===== src/sv/lbs_pkg.sv =====
package lbs_pkg;

    // step table geometry
    localparam int STEP_DEPTH = 32;
    localparam int STEP_AW    = (STEP_DEPTH > 1) ? $clog2(STEP_DEPTH) : 1;
    localparam int STEP_CW    = $clog2(STEP_DEPTH + 1);

    // configuration port
    localparam int CFG_IDX_W = 2;
    localparam logic [CFG_IDX_W-1:0] CFG_ON_LEVEL      = 2'd0;
    localparam logic [CFG_IDX_W-1:0] CFG_FIRST_PRESENT  = 2'd1;
    localparam logic [CFG_IDX_W-1:0] CFG_SECOND_PRESENT = 2'd2;

    // command codes
    localparam logic [2:0] CMD_ADD   = 3'd0;
    localparam logic [2:0] CMD_CLEAR = 3'd1;
    localparam logic [2:0] CMD_START = 3'd2;
    localparam logic [2:0] CMD_TICK  = 3'd3;
    localparam logic [2:0] CMD_LIGHT = 3'd4;

    // led selector codes
    localparam logic [1:0] SEL_OFF = 2'd0;
    localparam logic [1:0] SEL_A   = 2'd1;
    localparam logic [1:0] SEL_B   = 2'd2;

    // status codes
    localparam logic [1:0] ST_OK      = 2'd0;
    localparam logic [1:0] ST_FULL    = 2'd1;
    localparam logic [1:0] ST_IGNORED = 2'd2;

    typedef struct packed {
        logic [2:0]  command;
        logic [1:0]  led_select;
        logic [15:0] duration;
        logic [15:0] repeats;
    } t_in_item;

    typedef struct packed {
        logic       out_a;
        logic       out_b;
        logic       active;
        logic [1:0] status;
    } t_out_item;

    typedef struct packed {
        logic [1:0]  target;
        logic [15:0] length;
    } t_step;

    typedef struct packed {
        logic on_level;
        logic first_present;
        logic second_present;
    } t_cfg;

    typedef struct packed {
        logic               busy;
        logic               playing;
        logic [STEP_CW-1:0] count;
    } t_seq_stat;

endpackage


===== src/sv/led_blink_step_sequencer.sv =====
// channel   direction  handshake                  payload
// in        input      i_in_valid / o_in_ready    i_in  (t_in_item)
// out       output     o_out_valid / i_out_ready  o_out (t_out_item)
// cfg       input      i_cfg_valid / o_cfg_ready  i_cfg_index, i_cfg_data
//
// One item at a time. Add, clear, light, unknown commands and stopped ticks go from
// S_IDLE to S_EMIT; an accepted start reads the table once in S_START_RD, and a playing tick reads
// it in S_TICK_RD (the step's length) and, when it moves to another step, again in
// S_NEXT_RD (that step's target), over the single read port. Reset clears the control
// state; the step table is not cleared, only entries below the step count are ever
// read. A result waits in the output register while the next item is taken; the block
// stalls only when a second result is ready and the first has not been taken.
module led_blink_step_sequencer import lbs_pkg::*; (
    input  logic                 i_clk,
    input  logic                 i_rst_n,
    input  logic                 i_in_valid,
    output logic                 o_in_ready,
    input  t_in_item             i_in,
    output logic                 o_out_valid,
    input  logic                 i_out_ready,
    output t_out_item            o_out,
    input  logic                 i_cfg_valid,
    output logic                 o_cfg_ready,
    input  logic [CFG_IDX_W-1:0] i_cfg_index,
    input  logic                 i_cfg_data
);

    t_cfg               cfg;
    t_seq_stat          stat;
    logic               ram_we;
    logic [STEP_AW-1:0] ram_waddr;
    logic [STEP_AW-1:0] ram_raddr;
    t_step              ram_wdata;
    t_step              ram_rdata;

    // configuration registers
    lbs_cfg_regs u_cfg (
        .i_clk       (i_clk),
        .i_rst_n     (i_rst_n),
        .i_cfg_valid (i_cfg_valid),
        .o_cfg_ready (o_cfg_ready),
        .i_cfg_index (i_cfg_index),
        .i_cfg_data  (i_cfg_data),
        .o_cfg       (cfg)
    );

    // step table
    lbs_step_ram u_ram (
        .i_clk   (i_clk),
        .i_we    (ram_we),
        .i_waddr (ram_waddr),
        .i_wdata (ram_wdata),
        .i_raddr (ram_raddr),
        .o_rdata (ram_rdata)
    );

    // sequencer
    lbs_seq_ctrl u_ctrl (
        .i_clk       (i_clk),
        .i_rst_n     (i_rst_n),
        .i_cfg       (cfg),
        .i_in_valid  (i_in_valid),
        .o_in_ready  (o_in_ready),
        .i_in        (i_in),
        .o_out_valid (o_out_valid),
        .i_out_ready (i_out_ready),
        .o_out       (o_out),
        .o_ram_we    (ram_we),
        .o_ram_waddr (ram_waddr),
        .o_ram_wdata (ram_wdata),
        .o_ram_raddr (ram_raddr),
        .i_ram_rdata (ram_rdata),
        .o_stat      (stat)
    );

`ifndef SYNTHESIS
    // an accepted item always makes the sequencer busy and drops input ready
    a_busy_after_transfer: assert property (@(posedge i_clk) disable iff (!i_rst_n)
        (i_in_valid && o_in_ready) |=> (stat.busy && !o_in_ready))
        else $error("input taken again right after a transfer");

    // playback needs a non-empty table
    a_play_needs_steps: assert property (@(posedge i_clk) disable iff (!i_rst_n)
        stat.playing |-> (stat.count != '0))
        else $error("playing with an empty step table");

    // fill count never passes the table depth
    a_count_bound: assert property (@(posedge i_clk) disable iff (!i_rst_n)
        stat.count <= STEP_CW'(STEP_DEPTH))
        else $error("step count beyond table depth");

    // the active flag of a result matches playback at the time it was produced
    a_active_match: assert property (@(posedge i_clk) disable iff (!i_rst_n)
        (!o_out_valid || i_out_ready) && stat.busy && !o_in_ready
        |=> (!o_out_valid || !$rose(o_out_valid) || (o_out.active == $past(stat.playing))))
        else $error("result active flag does not match playback state");
`endif

endmodule


===== src/sv/lbs_step_ram.sv =====
module lbs_step_ram import lbs_pkg::*; (
    input  logic               i_clk,
    input  logic               i_we,
    input  logic [STEP_AW-1:0] i_waddr,
    input  t_step              i_wdata,
    input  logic [STEP_AW-1:0] i_raddr,
    output t_step              o_rdata
);

    t_step r_mem [STEP_DEPTH];
    t_step r_rdata;

    // one write port, one registered read port
    always_ff @(posedge i_clk) begin
        if (i_we) begin
            r_mem[i_waddr] <= i_wdata;
        end
        r_rdata <= r_mem[i_raddr];
    end

    assign o_rdata = r_rdata;

endmodule


===== src/sv/lbs_cfg_regs.sv =====
module lbs_cfg_regs import lbs_pkg::*; (
    input  logic                 i_clk,
    input  logic                 i_rst_n,
    input  logic                 i_cfg_valid,
    output logic                 o_cfg_ready,
    input  logic [CFG_IDX_W-1:0] i_cfg_index,
    input  logic                 i_cfg_data,
    output t_cfg                 o_cfg
);

    t_cfg r_cfg;
    t_cfg n_cfg;

    assign o_cfg_ready = 1'b1;

    // register decode, writes beyond the list are dropped
    always_comb begin
        n_cfg = r_cfg;
        if (i_cfg_valid) begin
            case (i_cfg_index)
                CFG_ON_LEVEL:       n_cfg.on_level       = i_cfg_data;
                CFG_FIRST_PRESENT:  n_cfg.first_present  = i_cfg_data;
                CFG_SECOND_PRESENT: n_cfg.second_present = i_cfg_data;
                default:            n_cfg = r_cfg;
            endcase
        end
    end

    always_ff @(posedge i_clk) begin
        if (!i_rst_n) begin
            r_cfg <= '{on_level: 1'b1, first_present: 1'b1, second_present: 1'b1};
        end else begin
            r_cfg <= n_cfg;
        end
    end

    assign o_cfg = r_cfg;

endmodule


===== src/sv/lbs_seq_ctrl.sv =====
module lbs_seq_ctrl import lbs_pkg::*; (
    input  logic               i_clk,
    input  logic               i_rst_n,
    input  t_cfg               i_cfg,
    input  logic               i_in_valid,
    output logic               o_in_ready,
    input  t_in_item           i_in,
    output logic               o_out_valid,
    input  logic               i_out_ready,
    output t_out_item          o_out,
    output logic               o_ram_we,
    output logic [STEP_AW-1:0] o_ram_waddr,
    output t_step              o_ram_wdata,
    output logic [STEP_AW-1:0] o_ram_raddr,
    input  t_step              i_ram_rdata,
    output t_seq_stat          o_stat
);

    typedef enum logic [2:0] {
        S_IDLE,
        S_START_RD,
        S_TICK_RD,
        S_NEXT_RD,
        S_EMIT
    } t_state;

    t_state             r_state, n_state;
    logic [STEP_CW-1:0] r_count, n_count;
    logic [STEP_AW-1:0] r_cur, n_cur;
    logic               r_playing, n_playing;
    logic [15:0]        r_passes, n_passes;
    logic [15:0]        r_elapsed, n_elapsed;
    logic [1:0]         r_lit, n_lit;
    logic [1:0]         r_status, n_status;
    logic               r_out_valid, n_out_valid;
    t_out_item          r_out, n_out;

    logic [STEP_CW-1:0] nxt;
    logic               out_free;
    logic               a_lit;
    logic               b_lit;

    assign o_in_ready = (r_state == S_IDLE);
    assign out_free   = !r_out_valid || i_out_ready;
    assign a_lit      = (r_lit == SEL_A) && i_cfg.first_present;
    assign b_lit      = (r_lit == SEL_B) && i_cfg.second_present;
    assign nxt        = STEP_CW'(r_cur) + STEP_CW'(1);

    // table write side
    assign o_ram_waddr = r_count[STEP_AW-1:0];
    assign o_ram_wdata = '{target: i_in.led_select, length: i_in.duration};

    // sequencer: read, compare, write back
    always_comb begin
        n_state     = r_state;
        n_count     = r_count;
        n_cur       = r_cur;
        n_playing   = r_playing;
        n_passes    = r_passes;
        n_elapsed   = r_elapsed;
        n_lit       = r_lit;
        n_status    = r_status;
        n_out       = r_out;
        n_out_valid = r_out_valid && !i_out_ready;
        o_ram_we    = 1'b0;
        o_ram_raddr = r_cur;

        case (r_state)
            S_IDLE: begin
                if (i_in_valid) begin
                    n_status = ST_OK;
                    n_state  = S_EMIT;
                    case (i_in.command)
                        CMD_ADD: begin
                            if (r_count >= STEP_CW'(STEP_DEPTH)) begin
                                n_status = ST_FULL;
                            end else begin
                                o_ram_we = 1'b1;
                                n_count  = r_count + STEP_CW'(1);
                            end
                        end
                        CMD_CLEAR, CMD_LIGHT: begin
                            n_count   = '0;
                            n_cur     = '0;
                            n_playing = 1'b0;
                            n_passes  = '0;
                            n_elapsed = '0;
                            n_lit     = (i_in.command == CMD_LIGHT) ? i_in.led_select : SEL_OFF;
                        end
                        CMD_START: begin
                            if (i_in.repeats == '0 || r_count == '0) begin
                                n_status = ST_IGNORED;
                            end else begin
                                n_playing   = 1'b1;
                                n_cur       = '0;
                                n_passes    = i_in.repeats - 16'd1;
                                n_elapsed   = '0;
                                o_ram_raddr = '0;
                                n_state     = S_START_RD;
                            end
                        end
                        CMD_TICK: begin
                            if (r_playing && r_count != '0) begin
                                if (r_elapsed != 16'hFFFF) begin
                                    n_elapsed = r_elapsed + 16'd1;
                                end
                                n_state = S_TICK_RD;
                            end
                        end
                        default: begin
                            n_state = S_EMIT;
                        end
                    endcase
                end
            end
            S_START_RD: begin
                n_lit   = i_ram_rdata.target;
                n_state = S_EMIT;
            end
            S_TICK_RD: begin
                n_state = S_EMIT;
                if (r_elapsed >= i_ram_rdata.length) begin
                    if (nxt >= r_count && r_passes == '0) begin
                        // last pass done
                        n_count   = '0;
                        n_cur     = '0;
                        n_playing = 1'b0;
                        n_passes  = '0;
                        n_elapsed = '0;
                        n_lit     = SEL_OFF;
                    end else if (nxt >= r_count) begin
                        n_passes    = r_passes - 16'd1;
                        n_cur       = '0;
                        o_ram_raddr = '0;
                        n_state     = S_NEXT_RD;
                    end else begin
                        n_cur       = nxt[STEP_AW-1:0];
                        o_ram_raddr = nxt[STEP_AW-1:0];
                        n_state     = S_NEXT_RD;
                    end
                end
            end
            S_NEXT_RD: begin
                n_lit     = i_ram_rdata.target;
                n_elapsed = '0;
                n_state   = S_EMIT;
            end
            S_EMIT: begin
                if (out_free) begin
                    n_out_valid = 1'b1;
                    n_out.out_a  = a_lit ? i_cfg.on_level : ~i_cfg.on_level;
                    n_out.out_b  = b_lit ? i_cfg.on_level : ~i_cfg.on_level;
                    n_out.active = r_playing;
                    n_out.status = r_status;
                    n_state      = S_IDLE;
                end
            end
            default: begin
                n_state = S_IDLE;
            end
        endcase
    end

    // state and registered outputs
    always_ff @(posedge i_clk) begin
        if (!i_rst_n) begin
            r_state     <= S_IDLE;
            r_count     <= '0;
            r_cur       <= '0;
            r_playing   <= 1'b0;
            r_passes    <= '0;
            r_elapsed   <= '0;
            r_lit       <= SEL_OFF;
            r_status    <= ST_OK;
            r_out_valid <= 1'b0;
        end else begin
            r_state     <= n_state;
            r_count     <= n_count;
            r_cur       <= n_cur;
            r_playing   <= n_playing;
            r_passes    <= n_passes;
            r_elapsed   <= n_elapsed;
            r_lit       <= n_lit;
            r_status    <= n_status;
            r_out_valid <= n_out_valid;
            r_out       <= n_out;
        end
    end

    assign o_out_valid = r_out_valid;
    assign o_out       = r_out;
    assign o_stat      = '{busy: (r_state != S_IDLE), playing: r_playing, count: r_count};

endmodule


===== config.mk =====
export PLATFORM = sky130hd
export DESIGN_NAME = led_blink_step_sequencer
export DESIGN_NICKNAME = d
export VERILOG_FILES = /design/src/sv/lbs_pkg.sv /design/src/sv/led_blink_step_sequencer.sv /design/src/sv/lbs_step_ram.sv /design/src/sv/lbs_cfg_regs.sv /design/src/sv/lbs_seq_ctrl.sv
export SDC_FILE = /design/constraint.sdc
export NUM_CORES = 1
export LEC_CHECK = 0
export CORE_UTILIZATION = 50
export DETAILED_ROUTE_END_ITERATION = 12
export DONT_BUFFER_PORTS = 1
export PLACE_DENSITY_LB_ADDON = 0.1
export RECOVER_POWER = 100
export REMOVE_ABC_BUFFERS = 1
export SKIP_LAST_GASP = 1
export SLEW_MARGIN = 20
export SYNTH_ARGS = -nofsm -noshare
export SYNTH_HDL_FRONTEND = slang
export SYNTH_SLANG_ARGS = --single-unit

===== constraint.sdc =====
create_clock -name i_clk -period 3.6 [get_ports i_clk]
set_clock_uncertainty 0.05 [all_clocks]
set_input_delay 0.72 -clock i_clk [delete_from_list [all_inputs] [get_ports i_clk]]
set_output_delay 0.72 -clock i_clk [all_outputs]
set_load 0.05 [all_outputs]

==> flow_summary.toml <==
[status]
status = "finished, violations left"
violations = "negative setup slack"

[sta]
max-slew-margin-rel = 0.416
fin_ws_ns = -0.163
worst_slew_pin_slew_ns = 0.876
slew_viol_final = 0
max_freq_mhz = 266
timing.hold.ws_ns = 0.126
min_period_ns = 3.76
grt_setup_unrepaired = "true"
period_share = 1.05
hold_viol = 0
finalSetupViolations = 18

[placed_design]
pre_cts_ws_ns = -0.621
portBuffers = 0
place_congestion = 0.878
placed_cells = 3112
dp.final_hpwl_microns = 49600

[grt]
grt_pass1_wl_microns = 122000
grt_util_all_layers = 0.286
grt.overflow.total = 0
grt_pass1_vias = 19800
antenna_found_initial = 0
grt_max_degree = 73

[floorplan]
die_area_sq_um = 57600
initial_utilization = 0.510
design.core.area_sq_um = 55500
die-width_microns = 240
pin_count = 53
die_h_microns = 240
rows = 86

[route]
postRouteAntennaNets = 0
routed_wl_microns = 84600
dr.pass1.iters = 5
num_vias = 20300
drc = 0
drt_iter0_drc = 1883
avgRoutedWirePerCell_microns = 25.6
vias_per_cell = 6.14

[logic_synthesis]
synthTopCellsByArea = "edfxtp_1 (62%), o211ai_1 (7.6%), dfxtp_1 (5.2%)"
synth.cell_area_sq_um = 28300
yosysUniqueCellTypes = 68
yosysTopAreaCellShare = 0.617
async_flop_share = 0
avgSynthCellArea_sq_um = 12.5
yosysWarningCount = 0
syn_inst = 2257
synth_top_flop_cell = "edfxtp_1"
synth-seq-area-share = 0.668
synth_seq_cells = 654
synth_area_leader_cell = "edfxtp_1"
synth_edf_count = 581

[power]
power_density_nw_per_um2 = 456
ir_drop_uv = 389
p_leak_nw = 12.4

[setup_path]
critPathArrivalTime_ns = 4.25
ff2ff_setup_slack_ns = -0.16
path_max_fanout = 10
cp-end-kind = "flip-flop"
worstPathRequired_ns = 4.09
start_kind = "flip-flop"
path_class = "reg -> reg"

[finish]
stdcell_count = 3307
final_nets = 2575
n_antenna_cell = 0
area_delta_synth_final_pct = 23.9
fillers = 4297
drive_gt1_frac = 0.217

[cts]
hold_buffers = 0
cts_made_buffers = 72
cts_root_buf = "clkbuf_16"
ctsLongestPathBuffers = 3
cts_tree = "yes"
clock_latency_ns = 0.62
htreeDepth = 3
clkTransAtPathRegs_ns = 0.06
cts.sinks = 654

[flow_run]
cap_viol_max_count = 0

[min_path]
worstHoldPathType = "in -> reg"
cells by family (layout without fill, tap and decap cells):
group	count (synthesis)	after routing	share of synthesized area
AO/OA/AOI/OAI	711	711	0.171
buffers and inverters	343	645	0.0506
multiplexers	38	38	0.0134
XOR/XNOR	34	34	0.0105
other	1	1	0.000133
adder cells (fa/ha/maj)	31	31	0.0137
flip-flops	654	654	0.668
AND/OR/NAND/NOR	445	445	0.0720
metrics by stage:
stage	power [mW]	cell area (sq um)	TNS [ns]	utilization
2_1_floorplan	8.60	27500	-395.63	-
3_3_place_gp	8.68	31300	-6.77	0.563
3_5_place_dp	8.68	31300	-7.75	0.563
4_1_cts	16.1	34300	-0.0387	0.617
5_1_grt	16.4	35100	-4.35	0.631
6_report	16.0	35100	-1.73	0.631
layout make-up:
type | instances | area (sq um) | area share
sequential | 654 | 18900 | 0.540
clock inverter | 43 | 449 | 0.0128
inverter | 178 | 668 | 0.0191
clock buffer | 91 | 1950 | 0.0555
timing repair buffer | 333 | 3460 | 0.0986
tap | 748 | 936 | 0.0267
multi-input combinational | 1260 | 8680 | 0.248
timing repair:
action,4_1_cts,5_1_grt
buffers inserted,15,27
setup endpoints to repair,20,20
pin swaps,26,41
gates resized for setup,66,70
gates cloned,4,18
synthesized netlist by cell type, types with 26 or more instances:
cell and count:
a211oi_1 77, a21oi_1 190, a221oi_1 37, buf_2 40, clkbuf_1 102, dfxtp_1 73
edfxtp_1 581, ha_1 31, inv_1 177, mux2i_1 38, nand2_1 211, nand3_1 26
nor2_1 102, o211ai_1 288, o21ai_0 35
layout by cell type, fill, tap and decap left out, types with 13 or more instances in the layout:
cell | Yosys | layout
a211oi_1 | 77 | 67
a21oi_1 | 190 | 175
a21oi_2 | 1 | 14
a221oi_1 | 37 | 20
a221oi_2 | 0 | 16
a22oi_1 | 13 | 13
buf_12 | 0 | 46
buf_4 | 9 | 205
clkbuf_1 | 102 | 25
clkbuf_16 | 0 | 90
clkbuf_2 | 0 | 33
clkinv_1 | 1 | 18
dfxtp_1 | 73 | 67
edfxtp_1 | 581 | 581
ha_1 | 31 | 27
inv_1 | 177 | 177
mux2i_1 | 38 | 33
nand2_1 | 211 | 207
nand3_1 | 26 | 22
nor2_1 | 102 | 78
nor2_2 | 0 | 22
nor3_1 | 16 | 15
o211ai_1 | 288 | 288
o21ai_0 | 35 | 32
xnor2_1 | 19 | 18
xor2_1 | 15 | 14
routing by layer:
layer,global-route usage,up-vias,routed length (microns)
li1,-,9113,-
met1,0.389,10200,35400
met2,0.472,859,40100
met3,0.0404,154,6140
met4,0.0977,0,2970
met5,0,-,0
power breakdown:
group / switching [mW] / total, mW / leakage [nW] / internal (mW)
sequential: 0.0227 / 8.29 / 5.82 / 8.27
combinational: 0.143 / 0.234 / 5.42 / 0.0917
clock: 3.02 / 7.45 / 1.17 / 4.43
total: 3.19 / 16.0 / 12.4 / 12.8
worst max-delay path, stage by stage, from the launching register on:
cell	delay (ns)
dfxtp_4	0.36
ha_4	0.15
nand3_4	0.08
xnor2_2	0.16
ha_1	0.32
a21o_1	0.23
a211oi_2	0.27
o21ai_2	0.12
a31oi_2	0.19
or2_4	0.25
o21ai_4	0.13
buf_12	0.17
buf_4	0.15
clkbuf_16	0.17
mux2i_1	0.14
a221oi_2	0.35
a211oi_2	0.08
buf_4	0.17
a21oi_1	0.13
final timing paths:
kind                            from                 to  depth (start not counted)
hold reg to reg   u_ctrl.r_status[1]    u_ctrl.o_out[1]                          0
setup reg to reg     u_ctrl.r_cur[1]  u_ram.o_rdata[17]                         18
hold / removal               i_rst_n     u_cfg.o_cfg[1]                          1
setup / recovery     u_ctrl.r_cur[1]  u_ram.o_rdata[17]                         18
flip-flops by register name, indices dropped and copies added, names as in the netlist:
signal              count
u_ctrl.r_passes        16
u_ctrl.o_out_valid      1
u_ctrl.r_count          6
u_ctrl.r_status         2
u_ctrl.r_lit            2
u_ctrl.r_cur            5
u_ram.o_rdata          18
u_ctrl.o_out            5
u_ctrl.r_elapsed       16
u_ctrl.r_playing        1
u_ram.r_mem           576
u_cfg.o_cfg             3
u_ctrl.r_state          3
No activity file was read; power rests on OpenSTA's default activity.
